### config.mk
export PLATFORM = sky130hd
export DESIGN_NAME = gray_row_box_blur
export DESIGN_NICKNAME = d
export VERILOG_FILES = /design/src/hw/rtl/grb_pkg.sv /design/src/hw/rtl/grb_ram.sv /design/src/hw/rtl/grb_front.sv /design/src/hw/rtl/grb_queue.sv /design/src/hw/rtl/grb_back.sv /design/src/hw/rtl/gray_row_box_blur.sv
export SDC_FILE = /design/constraint.sdc
export NUM_CORES = 1
export LEC_CHECK = 0
export ABC_AREA = 0
export BUFFER_PORTS_ARGS = -buffer_cell sky130_fd_sc_hd__clkbuf_2
export CAP_MARGIN = 20
export CORE_MARGIN = 2
export CORE_UTILIZATION = 40
export DETAILED_ROUTE_END_ITERATION = 6
export SETUP_SLACK_MARGIN = 0.05
export SLEW_MARGIN = 20
export SYNTH_ARGS = -nofsm -noshare
export SYNTH_HDL_FRONTEND = slang
export SYNTH_SLANG_ARGS = --single-unit
### constraint.sdc
create_clock -name clk -period 9.1 [get_ports clk]
set_input_delay 0.455 -clock clk [delete_from_list [all_inputs] [get_ports clk]]
set_output_delay 0.455 -clock clk [all_outputs]
set_load 0.05 [all_outputs]
### src/hw/rtl/grb_pkg.sv
// ----------------------------------------------------------------------------
// grb_pkg
// Shared types and constants of the gray row box blur.
// ----------------------------------------------------------------------------
package grb_pkg;

	// window limits
	localparam int MAX_RADIUS = 15;
	localparam int RING_DEPTH = 2 * MAX_RADIUS + 1;
	localparam int PTR_W      = $clog2(RING_DEPTH);
	localparam int RAD_W      = 4;
	localparam int GRAY_W     = 8;
	localparam int SUM_W      = 13;
	localparam int DIV_STEPS  = GRAY_W;
	localparam int STEP_W     = $clog2(DIV_STEPS);

	// gray weights in Q0.16
	localparam logic [15:0] W0 = 16'd19595;
	localparam logic [15:0] W1 = 16'd37356;
	localparam logic [15:0] W2 = 16'd8585;

	// command queue
	localparam int Q_DEPTH = 2;
	localparam int QPTR_W  = $clog2(Q_DEPTH);

	// word classes
	localparam logic [1:0] K_FILL   = 2'd0; // window not yet full, no mean
	localparam logic [1:0] K_FIRST  = 2'd1; // word that fills the window
	localparam logic [1:0] K_STEADY = 2'd2; // window full, slide by one

	// command from front to back
	typedef struct packed {
		logic [GRAY_W-1:0] gray;
		logic [1:0]        kind;
		logic              eor;
		logic [PTR_W-1:0]  cnt;   // pixels of the row so far, saturating
	} cmd_t;

	// configuration seen by front and back
	typedef struct packed {
		logic             clear;
		logic [RAD_W-1:0] radius;
		logic [PTR_W-1:0] win_len;
	} ctl_t;

endpackage

### src/hw/rtl/grb_ram.sv
// ----------------------------------------------------------------------------
// grb_ram
// Generic RAM, one write port and one read port, registered read data.
// ----------------------------------------------------------------------------
module grb_ram #(
	parameter int WIDTH = 8,
	parameter int DEPTH = 31
) (
	input  logic                     clk,
	input  logic                     wr_en,
	input  logic [$clog2(DEPTH)-1:0] wr_addr,
	input  logic [WIDTH-1:0]         wr_data,
	input  logic                     rd_en,
	input  logic [$clog2(DEPTH)-1:0] rd_addr,
	output logic [WIDTH-1:0]         rd_data
);

	logic [WIDTH-1:0] mem_q [DEPTH];

	// write port
	always_ff @(posedge clk) begin
		if (wr_en) begin
			mem_q[wr_addr] <= wr_data;
		end
	end

	// registered read port
	always_ff @(posedge clk) begin
		if (rd_en) begin
			rd_data <= mem_q[rd_addr];
		end
	end

endmodule

### src/hw/rtl/grb_front.sv
// ----------------------------------------------------------------------------
// grb_front
// Accepts pixels, converts to gray and classifies each word against the
// row fill count before handing it to the command queue.
// ----------------------------------------------------------------------------
module grb_front
	import grb_pkg::*;
(
	input  logic        clk,
	input  logic        arst_n,
	input  ctl_t        ctl,
	input  logic        in_valid,
	output logic        in_ready,
	input  logic [7:0]  first_channel,
	input  logic [7:0]  second_channel,
	input  logic [7:0]  third_channel,
	input  logic        end_of_row,
	input  logic        q_full,
	output logic        q_push,
	output cmd_t        q_data
);

	logic [PTR_W-1:0] fill_q;
	logic [PTR_W-1:0] fill_inc;
	logic             filling;
	logic [23:0]      gray_acc;

	assign in_ready = !q_full;
	assign q_push   = in_valid && in_ready;

	// weighted sum; weights total 65536 so the top byte never overflows
	assign gray_acc = 24'(first_channel)  * 24'(W0)
	                + 24'(second_channel) * 24'(W1)
	                + 24'(third_channel)  * 24'(W2);

	// classification
	assign filling  = fill_q < ctl.win_len;
	assign fill_inc = filling ? fill_q + PTR_W'(1) : fill_q;

	always_comb begin
		q_data.gray = gray_acc[23:16];
		q_data.eor  = end_of_row;
		q_data.cnt  = fill_inc;
		if (!filling) begin
			q_data.kind = K_STEADY;
		end else if (fill_inc == ctl.win_len) begin
			q_data.kind = K_FIRST;
		end else begin
			q_data.kind = K_FILL;
		end
	end

	// row fill count
	always_ff @(posedge clk or negedge arst_n) begin
		if (!arst_n) begin
			fill_q <= '0;
		end else if (ctl.clear) begin
			fill_q <= '0;
		end else if (q_push) begin
			fill_q <= end_of_row ? '0 : fill_inc;
		end
	end

endmodule

### src/hw/rtl/grb_queue.sv
// ----------------------------------------------------------------------------
// grb_queue
// Short command queue between front and back.
// ----------------------------------------------------------------------------
module grb_queue
	import grb_pkg::*;
(
	input  logic clk,
	input  logic arst_n,
	input  logic push,
	input  cmd_t push_data,
	output logic full,
	input  logic pop,
	output logic not_empty,
	output cmd_t head
);

	cmd_t              ent_q [Q_DEPTH];
	logic [QPTR_W-1:0] wr_ptr_q;
	logic [QPTR_W-1:0] rd_ptr_q;
	logic [QPTR_W:0]   count_q;

	assign full      = count_q == (QPTR_W+1)'(Q_DEPTH);
	assign not_empty = count_q != '0;
	assign head      = ent_q[rd_ptr_q];

	// storage
	always_ff @(posedge clk) begin
		if (push) begin
			ent_q[wr_ptr_q] <= push_data;
		end
	end

	// pointers and occupancy
	always_ff @(posedge clk or negedge arst_n) begin
		if (!arst_n) begin
			wr_ptr_q <= '0;
			rd_ptr_q <= '0;
			count_q  <= '0;
		end else begin
			if (push) begin
				wr_ptr_q <= (wr_ptr_q == QPTR_W'(Q_DEPTH - 1)) ? '0 : wr_ptr_q + QPTR_W'(1);
			end
			if (pop) begin
				rd_ptr_q <= (rd_ptr_q == QPTR_W'(Q_DEPTH - 1)) ? '0 : rd_ptr_q + QPTR_W'(1);
			end
			case ({push, pop})
				2'b10:   count_q <= count_q + (QPTR_W+1)'(1);
				2'b01:   count_q <= count_q - (QPTR_W+1)'(1);
				default: count_q <= count_q;
			endcase
		end
	end

endmodule

### src/hw/rtl/grb_back.sv
// ----------------------------------------------------------------------------
// grb_back
// Executes commands: ring update, running sum, shared bit-serial divider
// and the result burst into the output register.
// ----------------------------------------------------------------------------
module grb_back
	import grb_pkg::*;
(
	input  logic              clk,
	input  logic              arst_n,
	input  ctl_t              ctl,
	input  logic              q_valid,
	input  cmd_t              q_head,
	output logic              q_pop,
	output logic              ram_wr_en,
	output logic [PTR_W-1:0]  ram_wr_addr,
	output logic [GRAY_W-1:0] ram_wr_data,
	output logic              ram_rd_en,
	output logic [PTR_W-1:0]  ram_rd_addr,
	input  logic [GRAY_W-1:0] ram_rd_data,
	output logic              out_valid,
	input  logic              out_ready,
	output logic [7:0]        blurred_gray,
	output logic              row_done,
	output logic              run_last
);

	localparam logic [2:0] ST_IDLE = 3'd0;
	localparam logic [2:0] ST_READ = 3'd1;
	localparam logic [2:0] ST_UPD  = 3'd2;
	localparam logic [2:0] ST_DIV  = 3'd3;
	localparam logic [2:0] ST_EMIT = 3'd4;

	logic [2:0]        state_q;
	cmd_t              cmd_q;
	logic [SUM_W-1:0]  sum_q;
	logic [PTR_W-1:0]  ptr_q;
	logic [SUM_W-1:0]  rem_q;
	logic [SUM_W-1:0]  den_q;
	logic [GRAY_W-1:0] quo_q;
	logic [STEP_W-1:0] step_q;
	logic [PTR_W-1:0]  emit_cnt_q;
	logic              out_valid_q;

	logic [PTR_W-1:0]  slot;
	logic [PTR_W-1:0]  slot_inc;
	logic [SUM_W-1:0]  sum_new;
	logic [PTR_W-1:0]  divisor;
	logic [PTR_W-1:0]  tail_cnt;
	logic [PTR_W-1:0]  burst_cnt;
	logic              need_div;
	logic              ge;
	logic              load_out;
	logic              last_word;

	assign q_pop = (state_q == ST_IDLE) && q_valid;

	// ring slot and next pointer
	assign slot     = (ptr_q < ctl.win_len) ? ptr_q : '0;
	assign slot_inc = slot + PTR_W'(1);

	// running sum: drop the oldest gray only once the window is full
	assign sum_new = sum_q + SUM_W'(cmd_q.gray)
	               - ((cmd_q.kind == K_STEADY) ? SUM_W'(ram_rd_data) : '0);

	// ring RAM ports
	assign ram_rd_en   = state_q == ST_READ;
	assign ram_rd_addr = slot;
	assign ram_wr_en   = state_q == ST_UPD;
	assign ram_wr_addr = slot;
	assign ram_wr_data = cmd_q.gray;

	// burst length and divisor
	assign tail_cnt = cmd_q.eor ? PTR_W'(ctl.radius) : '0;
	assign need_div = (cmd_q.kind != K_FILL) || cmd_q.eor;
	assign divisor  = (cmd_q.kind == K_FILL) ? cmd_q.cnt : ctl.win_len;

	always_comb begin
		case (cmd_q.kind)
			K_FIRST:  burst_cnt = PTR_W'(ctl.radius) + PTR_W'(1) + tail_cnt;
			K_STEADY: burst_cnt = PTR_W'(1) + tail_cnt;
			default:  burst_cnt = cmd_q.cnt;
		endcase
	end

	// restoring division step, quotient MSB first
	assign ge = rem_q >= den_q;

	// output register handshake
	assign load_out  = (state_q == ST_EMIT) && (!out_valid_q || out_ready);
	assign last_word = emit_cnt_q == PTR_W'(1);

	// sequencer and datapath
	always_ff @(posedge clk or negedge arst_n) begin
		if (!arst_n) begin
			state_q     <= ST_IDLE;
			sum_q       <= '0;
			ptr_q       <= '0;
			step_q      <= '0;
			emit_cnt_q  <= '0;
			out_valid_q <= 1'b0;
		end else if (ctl.clear) begin
			state_q     <= ST_IDLE;
			sum_q       <= '0;
			ptr_q       <= '0;
			out_valid_q <= 1'b0;
		end else begin
			// a new word takes the register, else a taken word frees it
			if (load_out) begin
				out_valid_q <= 1'b1;
			end else if (out_ready) begin
				out_valid_q <= 1'b0;
			end
			case (state_q)
				ST_IDLE: begin
					if (q_valid) begin
						state_q <= ST_READ;
					end
				end
				ST_READ: begin
					state_q <= ST_UPD;
				end
				ST_UPD: begin
					sum_q      <= sum_new;
					ptr_q      <= (slot_inc >= ctl.win_len) ? '0 : slot_inc;
					step_q     <= STEP_W'(DIV_STEPS - 1);
					emit_cnt_q <= burst_cnt;
					state_q    <= need_div ? ST_DIV : ST_IDLE;
				end
				ST_DIV: begin
					step_q <= step_q - STEP_W'(1);
					if (step_q == '0) begin
						state_q <= ST_EMIT;
					end
				end
				ST_EMIT: begin
					if (load_out) begin
						emit_cnt_q  <= emit_cnt_q - PTR_W'(1);
						if (last_word) begin
							state_q <= ST_IDLE;
							if (cmd_q.eor) begin
								sum_q <= '0;
								ptr_q <= '0;
							end
						end
					end
				end
				default: begin
					state_q <= ST_IDLE;
				end
			endcase
		end
	end

	// payload registers
	always_ff @(posedge clk) begin
		if (q_pop) begin
			cmd_q <= q_head;
		end
		if (state_q == ST_UPD) begin
			rem_q <= sum_new;
			den_q <= SUM_W'(divisor) << (DIV_STEPS - 1);
		end else if (state_q == ST_DIV) begin
			if (ge) begin
				rem_q <= rem_q - den_q;
			end
			den_q <= den_q >> 1;
			quo_q <= {quo_q[GRAY_W-2:0], ge};
		end
		if (load_out) begin
			blurred_gray <= quo_q;
			row_done     <= last_word && cmd_q.eor;
			run_last     <= last_word;
		end
	end

	assign out_valid = out_valid_q;

endmodule

### src/hw/rtl/gray_row_box_blur.sv
// ----------------------------------------------------------------------------
// gray_row_box_blur
// Horizontal box blur of gray pixels converted from three-channel input.
// ----------------------------------------------------------------------------
// Input words (first/second/third_channel, end_of_row) arrive in row order
// on a valid/ready channel; end_of_row marks a row's last pixel. Each pixel
// yields zero or more output words (blurred_gray, row_done, run_last) on a
// valid/ready channel; run_last flags the last word caused by one pixel,
// row_done the final word of a row.
// The front converts and classifies pixels into a two-entry queue; the back
// reads the ring RAM, updates the running sum and runs an 8-step bit-serial
// divider before its burst. It pops a pixel from the queue only when idle,
// so it is through with one pixel before it takes the next; a pixel that
// gives no word skips the divider.
// cfg_we with cfg_wdata sets the radius (window 2r+1) and starts a new row;
// write only while idle. Reset sets the radius to 5 and clears the row state;
// the ring needs no clearing pass. When the receiver stalls, the output word
// holds, the back waits and the queue fills, after which in_ready drops.
// ----------------------------------------------------------------------------
module gray_row_box_blur
	import grb_pkg::*;
(
	input  logic       clk,
	input  logic       arst_n,
	input  logic       cfg_we,
	input  logic [3:0] cfg_wdata,
	input  logic       in_valid,
	output logic       in_ready,
	input  logic [7:0] first_channel,
	input  logic [7:0] second_channel,
	input  logic [7:0] third_channel,
	input  logic       end_of_row,
	output logic       out_valid,
	input  logic       out_ready,
	output logic [7:0] blurred_gray,
	output logic       row_done,
	output logic       run_last
);

	logic [RAD_W-1:0]  radius_q;
	logic [RAD_W-1:0]  radius_eff;
	ctl_t              ctl;
	logic              q_full;
	logic              q_push;
	cmd_t              q_data;
	logic              q_pop;
	logic              q_valid;
	cmd_t              q_head;
	logic              ram_wr_en;
	logic [PTR_W-1:0]  ram_wr_addr;
	logic [GRAY_W-1:0] ram_wr_data;
	logic              ram_rd_en;
	logic [PTR_W-1:0]  ram_rd_addr;
	logic [GRAY_W-1:0] ram_rd_data;

	// radius register
	always_ff @(posedge clk or negedge arst_n) begin
		if (!arst_n) begin
			radius_q <= RAD_W'(5);
		end else if (cfg_we) begin
			radius_q <= cfg_wdata;
		end
	end

	// saturated radius and window length
	assign radius_eff  = (radius_q > RAD_W'(MAX_RADIUS)) ? RAD_W'(MAX_RADIUS) : radius_q;
	assign ctl.clear   = cfg_we;
	assign ctl.radius  = radius_eff;
	assign ctl.win_len = {radius_eff, 1'b1};

	grb_front u_front (
		.clk            (clk),
		.arst_n         (arst_n),
		.ctl            (ctl),
		.in_valid       (in_valid),
		.in_ready       (in_ready),
		.first_channel  (first_channel),
		.second_channel (second_channel),
		.third_channel  (third_channel),
		.end_of_row     (end_of_row),
		.q_full         (q_full),
		.q_push         (q_push),
		.q_data         (q_data)
	);

	grb_queue u_queue (
		.clk       (clk),
		.arst_n    (arst_n),
		.push      (q_push),
		.push_data (q_data),
		.full      (q_full),
		.pop       (q_pop),
		.not_empty (q_valid),
		.head      (q_head)
	);

	grb_ram #(
		.WIDTH (GRAY_W),
		.DEPTH (RING_DEPTH)
	) u_ring (
		.clk     (clk),
		.wr_en   (ram_wr_en),
		.wr_addr (ram_wr_addr),
		.wr_data (ram_wr_data),
		.rd_en   (ram_rd_en),
		.rd_addr (ram_rd_addr),
		.rd_data (ram_rd_data)
	);

	grb_back u_back (
		.clk          (clk),
		.arst_n       (arst_n),
		.ctl          (ctl),
		.q_valid      (q_valid),
		.q_head       (q_head),
		.q_pop        (q_pop),
		.ram_wr_en    (ram_wr_en),
		.ram_wr_addr  (ram_wr_addr),
		.ram_wr_data  (ram_wr_data),
		.ram_rd_en    (ram_rd_en),
		.ram_rd_addr  (ram_rd_addr),
		.ram_rd_data  (ram_rd_data),
		.out_valid    (out_valid),
		.out_ready    (out_ready),
		.blurred_gray (blurred_gray),
		.row_done     (row_done),
		.run_last     (run_last)
	);

endmodule

# After elaboration in Yosys (flattened, before gate mapping)
# Memory sizes are Yosys's and may differ from the RTL's. A register that Yosys moved wholly into a read port is not among the register bits.
# Index checks and enable logic that the tools add are counted.
# totals
regBits,86
mem_bits_rw,280
elab_cells,137
n_memories,2
# op_classes
n_addsub,16
multipliers,3
n_lt_le_gt_ge,5
n_eq_ne,17
n_mux,48
bitwise,2
n_reduce_logical,26
# mem_list
memory,words,word_bits,rd,rd_clocked_by_memory_dff,write_ports,line_no,source
u_ring.mem_q,31,8,1,1,1,grb_ram.sv:18,logic [WIDTH-1:0] mem_q [DEPTH];
u_queue.ent_q,2,16,1,1,1,grb_queue.sv:18,cmd_t ent_q [Q_DEPTH];
# op_table
cell,count
13-bit two-way mux,7
5-bit two-way mux,12
"8-bit by 14-bit multiplier with 22-bit output, second input constant",2
5-bit case mux with 2 select lines,3
13-bit case mux with 2 select lines,1
23-bit by 24-bit adder with 24-bit output,1
24-bit by 22-bit adder with 24-bit output,1
12-bit two-way mux,2
"8-bit by 15-bit multiplier with 23-bit output, second input constant",1
3-bit two-way mux,5
"3-bit by 2-bit inequality test with 1-bit output, second input constant",5
3-bit case mux with 5 select lines,1
2-bit nonzero test,7
13-bit by 8-bit adder with 13-bit output,1
13-bit by 12-bit >= comparator with 1-bit output,1
13-bit by 12-bit subtractor with 13-bit output,1
13-bit subtractor,1
"5-bit by 1-bit adder with 5-bit output, second input constant",2
5-bit less-than comparator,2
1-bit two-way mux,10
4-bit two-way mux,2
8-bit two-way mux,1
4-bit AND reduction,2
"2-bit == test, second input constant",3
other kinds (29),43

# Depth between registers and ports, before layout
# Gate-level depths: netlist of run 1.
# logic_depth
depth_word,9
mapped_depth,30
ltp_nobuf,30

# By module
# Synthesis of run 1 repeated with hierarchy kept, for this count alone.
# unflattened
hier_cells,1873
hier_area_um2,23540.1
# by_module_without_submodules
mod,n_inst,cells_each,area_per_inst_um2
grb_ram,1,561,10188.5
grb_front,1,631,5924.4
grb_back,1,606,5883.1
grb_queue,1,66,1392.6
gray_row_box_blur,1,9,151.4

# Worst setup path before layout of run 1
# OpenSTA, ideal clock, no wires.
# synth_timing
kind,input-to-reg
startpoint,in second_channel[2]
endpoint,mem u_queue.ent_q[0][15] in the netlist's numbering (data pin)
arrival_time_ns,7.526
required_time_ns,8.830
setup_slack_ns,1.305
path_stages,29
n_path_buf,0
path_cell_list,fa_1 > inv_1 > fa_1 > inv_1 > fa_1 > inv_1 > fa_1 > inv_1 > ha_1 > or3_1 > a21o_1 > nand2_1 > nand2_1 > xor2_1 > fa_1 > inv_1 > fa_1 > fa_1 > fa_1 > inv_1 > ha_1 > a21oi_1 > nand2_1 > a211o_1 > a22o_1 > nor3_1 > and3b_1 > a311oi_1 > xnor2_1
# synth_rtl
item,line_no,source
start: declaration,gray_row_box_blur.sv:30,"input logic [7:0] second_channel,"
end: declaration,grb_queue.sv:18,

==> results.py, run 1 <==
metrics = {
    "critical_path": {
        "path_depth": 30,
        "cpPeakStageDelay_ns": 0.59,
        "crit_family": "adder cells",
        "crit_slowest_cell": "fa_1",
        "cp_data_arrival_time_ns": 8.08,
        "rr_worst_depth": 12,
        "cp.required_ns": 9.37,
        "critPathBufInv": 7,
        "critPathKind": "primary input to flip-flop",
        "timing.critical_path.mode_cell": "fa_1",
        "start_kind": "primary input",
        "cp-end-kind": "flip-flop",
        "critPathMaxFanout": 6,
    },
    "route": {
        "drc": 0,
        "antenna_left": 0,
        "num_vias": 14300,
        "drt_iter0_markers": 803,
        "routed_wl_mm": 49.3,
        "wl_per_cell_um": 18.0,
        "avgViaCountPerCell": 5.24,
        "dr.pass1.iters": 6,
    },
    "final_layout": {
        "final_nets": 2295,
        "mostFrequentLayoutCells": "edfxtp_1, inv_1, ha_1",
        "final_cells": 2734,
        "mostFrequentLayoutCell": "edfxtp_1",
        "antenna_cells": 0,
        "syn_to_final_growth_pct": 9.80,
        "fin_util_pct": 44.4,
        "fillCellCount": 5180,
        "drive_gt1_share_pct": 8.80,
    },
    "sta": {
        "clock.fmax_mhz": 128,
        "fin_worst_skew_ns": 0.0182,
        "finalSetupViolCount": 0,
        "relSlewSlack_pct": 30.6,
        "period_minus_slack_ns": 7.81,
        "whs_ns": 0.0250,
        "final-hold-violation-count": 0,
        "fin_tns_setup_ns": 0,
        "max_slew.worst_pin.slew_ns": 1.03,
        "min_period_over_period_pct": 85.8,
        "rsz0062_at_grt": "no",
        "finalMaxSlewViolations": 0,
    },
    "power_and_ir_drop": {
        "ir_drop_mv": 0.388,
        "power.total_mw": 9.13,
        "switching_share_pct": 40.7,
        "intPower_mw": 5.42,
        "powerDensity_mw_per_mm2": 364,
        "clkPwrFrac_pct": 16.8,
        "p_comb_share_pct": 53.5,
        "pwr-share-seq_pct": 29.7,
        "switching_power_mw": 3.72,
        "p_leak_nw": 10.2,
    },
    "cts": {
        "hold_buffers": 0,
        "cts_made_buffers": 38,
        "numClockSinks": 390,
        "cts_tree": "yes",
        "clk_pin_slew_ns": 0.06,
        "post-cts-setup-buffers": 0,
        "clk_latency_ns": 0.55,
        "htreeDepth": 2,
        "root_buffer": "clkbuf_16",
        "ctsResizeCount": 0,
        "ctsLongestPathBuffers": 3,
    },
    "synthesis": {
        "async_flop_share_pct": 11.0,
        "synthesis.area_mm2": 0.0229,
        "syn_nets": 2257,
        "synth_top_area_share_pct": 44.6,
        "ys_types": 73,
        "synthCells": 1910,
        "seq_area_frac_synth_pct": 50.0,
        "yosysWarnings": 0,
        "synth_area_leaders": "edfxtp_1, ha_1, fa_1",
        "synth_seq_cells": 390,
        "synth_edf_count": 340,
        "ys.flop_type": "edfxtp_1",
        "yosysTopAreaCell": "edfxtp_1",
        "synth_area_per_cell_um2": 12.0,
    },
    "run_status": {
        "outcome": "completed",
    },
    "floorplan": {
        "ioPinCount": 46,
        "die_w_um": 243,
        "die_h_um": 243,
        "rows": 87,
        "dieArea_mm2": 0.0591,
        "core_mm2": 0.0565,
        "start_util_pct": 40.5,
    },
    "placement": {
        "dp.cells": 2663,
        "gp_congestion": 0.857,
        "dp_hpwl_mm": 34.6,
        "io_buffers": 45,
    },
    "grt": {
        "antenna_found_initial": 1,
        "grt_pass1_wl_mm": 79.6,
        "grt-ovfl-total": 0,
        "grtUsageTotal_pct": 16.8,
        "grt_pass1_vias": 14600,
        "grt_max_degree": 76,
    },
    "flow_run": {
        "max-cap-violations": 0,
    },
    "worst_hold_path": {
        "hp-class": "primary input to async pin",
    },
}
-- synth_stat cells, types with 4 or more instances --
library cell,count
edfxtp_1,340
inv_1,257
ha_1,212
nand2_1,134
nor2_1,104
fa_1,101
a21oi_1,95
a211oi_1,60
o21ai_0,54
clkbuf_1,41
dfrtp_1,41
xnor2_1,41
mux2i_1,32
nand3_1,32
mux2_2,30
and2_1,29
nor2b_1,28
nor3_1,25
xor2_1,18
a21o_1,16
a31oi_1,16
a22oi_1,14
nand2b_1,11
a22o_1,10
buf_2,10
buf_1,9
nand4_1,9
o21ai_1,9
a221oi_1,8
and3_1,8
o32ai_1,8
a221oi_2,7
a32oi_1,7
dfxtp_1,7
or3_1,7
o21a_1,6
nor3b_1,5
o31ai_1,5
or2_2,4
-- area by class of cell --
class	count	area [um^2]	area share, %
tap	756	946	3.77
timing repair buffer	63	368	1.46
clock inverter	27	229	0.912
sequential	390	11400	45.5
clock buffer	43	970	3.86
inverter	260	976	3.89
multi-input combinational	1195	10200	40.6
-- cells by family (layout without fill, tap and decap cells) --
| family | after synthesis | after routing | share of synthesized area [%] |
|---|---|---|---|
| AND/OR/NAND/NOR | 407 | 407 | 8.32 |
| flip-flops | 390 | 390 | 50.0 |
| AO/OA/AOI/OAI | 352 | 352 | 10.4 |
| buffers and inverters | 325 | 393 | 5.52 |
| adder cells (fa/ha/maj) | 313 | 313 | 20.4 |
| multiplexers | 64 | 64 | 3.07 |
| XOR/XNOR | 59 | 59 | 2.26 |
-- metrics by stage --
| stage | setup WS [ns] | cell area, um^2 |
|---|---|---|
| 3_5_place_dp | 0.748 | 23900 |
| 5_1_grt | 0.934 | 25100 |
| 4_1_cts | 1.31 | 25100 |
| 6_report | 1.29 | 25100 |
| 2_1_floorplan | 1.30 | 22900 |
| 3_3_place_gp | 0.801 | 23900 |
-- per-layer routing --
layer / GRT usage [%] / routed length (um) / vias up
li1: - / - / 6845
met1: 22.9 / 22600 / 7164
met2: 29.0 / 24100 / 259
met3: 1.86 / 1770 / 57
met4: 3.68 / 848 / 0
met5: 0 / 0 / -
-- registers in the layout, summed over array words and instances, names as in the netlist, 5 cells and up --
signal,cells
u_back.blurred_gray,8
u_back.cmd_q,8
u_back.den_q,12
u_back.emit_cnt_q,5
u_back.ptr_q,5
u_back.quo_q,8
u_back.ram_wr_data,8
u_back.rem_q,13
u_back.sum_q,13
u_front.fill_q,5
u_queue.ent_q,32
u_ring.mem_q,248
u_ring.rd_data,8
-- power by group through the flow --
stage	Combinational (mW)	Clock [mW]	Sequential (mW)
5_1_grt	5.60	1.62	2.75
2_1_floorplan	3.62	0	2.75
6_report	4.89	1.53	2.71
4_1_cts	4.92	1.57	2.73
3_3_place_gp	4.75	0	2.76
3_5_place_dp	4.89	0	2.77
-- worst paths after layout --
check / slack [ns] / end / from
worst max register to register: 4.13 / u_ring.rd_data[2] / radius_q[0]
worst min register to register: 0.42 / u_back.blurred_gray[7] / u_back.quo_q[7]
min in group clk: 0.13 / radius_q[1] / cfg_wdata[1]
max in group asynchronous: 8.61 / u_back.ptr_q[0] / arst_n
worst min-delay path: 0.03 / u_back.step_q[1] / arst_n
worst max-delay path: 1.29 / u_queue.ent_q[1][15] / second_channel[2]
-- worst register-to-register path: stages, from the launching register on --
cell,delay [ns]
dfstp_2,0.59
inv_1,0.20
ha_1,0.35
a21o_1,0.15
a21o_1,0.21
a21o_1,0.28
a211oi_4,0.26
buf_4,0.74
inv_2,0.62
a211oi_1,0.41
o32ai_1,0.14
nor3_1,0.50
nand3_1,0.23
No activity file was read; power rests on OpenSTA's default activity.
==> run 2, diff against run 1 <==
--- a/config.mk
+++ b/config.mk
@@ -11,6 +11,7 @@
 export CORE_MARGIN = 2
 export CORE_UTILIZATION = 40
 export DETAILED_ROUTE_END_ITERATION = 6
+export HOLD_SLACK_MARGIN = 0.05
 export SETUP_SLACK_MARGIN = 0.05
 export SLEW_MARGIN = 20
 export SYNTH_ARGS = -nofsm -noshare
==> run 2 against run 1 <==
- global-route usage unchanged
- highest routed layer unchanged
- critical endpoint unchanged
- core utilization about the same
- clock skew up 0.0013 ns
- design area about the same
==> results.py, run 2 (synthesized netlist as in run 1, its figures left out) <==
metrics = {
    "route": {
        "wl_per_cell_um": 18.0,
        "drt_iter0_markers": 801,
        "num_vias": 14300,
        "avgViaCountPerCell": 5.24,
        "dr.pass1.iters": 5,
        "routed_wl_mm": 49.3,
        "antenna_left": 0,
        "drc": 0,
    },
    "sta": {
        "period_minus_slack_ns": 7.81,
        "finalMaxSlewViolations": 0,
        "clock.fmax_mhz": 128,
        "min_period_over_period_pct": 85.8,
        "fin_worst_skew_ns": 0.0195,
        "max_slew.worst_pin.slew_ns": 1.02,
        "rsz0062_at_grt": "no",
        "finalSetupViolCount": 0,
        "relSlewSlack_pct": 31.3,
        "final-hold-violation-count": 0,
        "whs_ns": 0.127,
        "worst_slack_ns": 1.29,
        "fin_tns_setup_ns": 0,
    },
    "cts": {
        "ctsResizeCount": 0,
        "ctsLongestPathBuffers": 3,
        "htreeDepth": 2,
        "post-cts-setup-buffers": 0,
        "numClockSinks": 390,
        "clk_pin_slew_ns": 0.06,
        "cts_tree": "yes",
        "root_buffer": "clkbuf_16",
        "cts_made_buffers": 38,
        "clk_latency_ns": 0.55,
    },
    "placement": {
        "gp_congestion": 0.857,
        "dp_hpwl_mm": 34.6,
        "dp.cells": 2663,
        "place_ws_ns": 0.748,
        "io_buffers": 45,
    },
    "critical_path": {
        "cp_data_arrival_time_ns": 8.08,
        "critPathKind": "primary input to flip-flop",
        "cp-end-kind": "flip-flop",
        "critPathMaxFanout": 6,
        "timing.critical_path.mode_cell": "fa_1",
        "crit_slowest_cell": "fa_1",
        "cpPeakStageDelay_ns": 0.59,
        "cp.required_ns": 9.37,
        "start_kind": "primary input",
    },
    "power_and_ir_drop": {
        "switching_share_pct": 40.7,
        "pwr-share-seq_pct": 29.7,
        "ir_drop_mv": 0.388,
        "clkPwrFrac_pct": 16.8,
        "powerDensity_mw_per_mm2": 364,
        "p_comb_share_pct": 53.5,
        "switching_power_mw": 3.72,
        "p_leak_nw": 10.2,
        "intPower_mw": 5.42,
    },
    "run_status": {
        "outcome": "completed",
    },
    "final_layout": {
        "syn_to_final_growth_pct": 9.85,
        "top_regs": "u_ring.mem_q (248), u_queue.ent_q (32)",
        "final_cells": 2735,
        "mostFrequentLayoutCells": "edfxtp_1, inv_1, ha_1",
        "antenna_cells": 0,
        "top_register": "u_ring.mem_q",
        "drive_gt1_share_pct": 8.79,
        "mostFrequentLayoutCell": "edfxtp_1",
        "final_nets": 2296,
        "largest_reg_flops": 248,
    },
    "floorplan": {
        "die_w_um": 243,
        "start_util_pct": 40.5,
        "core_mm2": 0.0565,
        "dieArea_mm2": 0.0591,
        "die_h_um": 243,
        "ioPinCount": 46,
        "rows": 87,
    },
    "flow_run": {
        "max-cap-violations": 0,
    },
    "worst_hold_path": {
        "hp-class": "primary input to flip-flop",
    },
    "grt": {
        "grt_max_degree": 76,
        "grt-ovfl-total": 0,
        "antenna_found_initial": 1,
        "grtUsageTotal_pct": 16.8,
        "grt_pass1_vias": 14600,
        "grt_pass1_wl_mm": 79.6,
    },
}
run 2: area by class of cell:
class	count	area [um^2]
Fill cell	5179	31400
Sequential cell	390	11400
Multi-Input combinational cell	1195	10200
Inverter	260	976
Clock buffer	43	970
Tap cell	756	946
Timing Repair Buffer	64	378
Clock inverter	27	229
run 2: per-layer routing:
| layer | vias up | global-route usage (%) | share of wire (%) |
|---|---|---|---|
| met5 | - | 0 | 0 |
| met4 | 0 | 3.68 | 1.8 |
| met3 | 59 | 1.86 | 3.6 |
| met2 | 250 | 29.0 | 49 |
| met1 | 7161 | 22.9 | 46 |
| li1 | 6852 | - | - |
run 2: worst paths after layout:
path / from / endpoint / slack (ns) / cells past startpoint
setup / recovery: second_channel[2] / u_queue.ent_q[1][15] / 1.29 / 30
hold / removal: cfg_wdata[1] / radius_q[1] / 0.13 / 3
setup reg to reg: radius_q[0] / u_ring.rd_data[2] / 4.13 / 12
hold reg to reg: u_back.quo_q[7] / u_back.blurred_gray[7] / 0.42 / 0
max in group asynchronous: arst_n / u_back.ptr_q[0] / 8.07 / 3
min in group asynchronous: arst_n / u_back.out_valid / 0.57 / 3
run 2: what timing repair did:
action | CTS | global route
hold endpoints to repair | 41 | 0
setup endpoints to repair | 0 | 0
hold buffers | 1 | 0
run 2: per-stage QoR:
step / cell area, um^2 / util [%] / total power, mW
2_1_floorplan: 22900 / - / 6.38
3_3_place_gp: 23900 / 42.3 / 7.52
3_5_place_dp: 23900 / 42.3 / 7.66
4_1_cts: 25100 / 44.4 / 9.22
5_1_grt: 25100 / 44.5 / 9.97
6_report: 25100 / 44.5 / 9.13
run 2: worst max-delay path, delay by kind of cell:
family          cells  cell delay (ns)
fa+ha+maj          10             4.60
compound gates      5             1.22
simple gates        6             1.00
buf+inv             7             0.48
xor+xnor            2             0.29
run 2: power by group through the flow:
| stage | sequential (mW) | combinational [mW] | clock (mW) |
|---|---|---|---|
| 3_3_place_gp | 2.76 | 4.75 | 0 |
| 2_1_floorplan | 2.75 | 3.62 | 0 |
| 6_report | 2.72 | 4.89 | 1.53 |
| 3_5_place_dp | 2.77 | 4.89 | 0 |
| 4_1_cts | 2.73 | 4.92 | 1.57 |
| 5_1_grt | 2.75 | 5.60 | 1.62 |
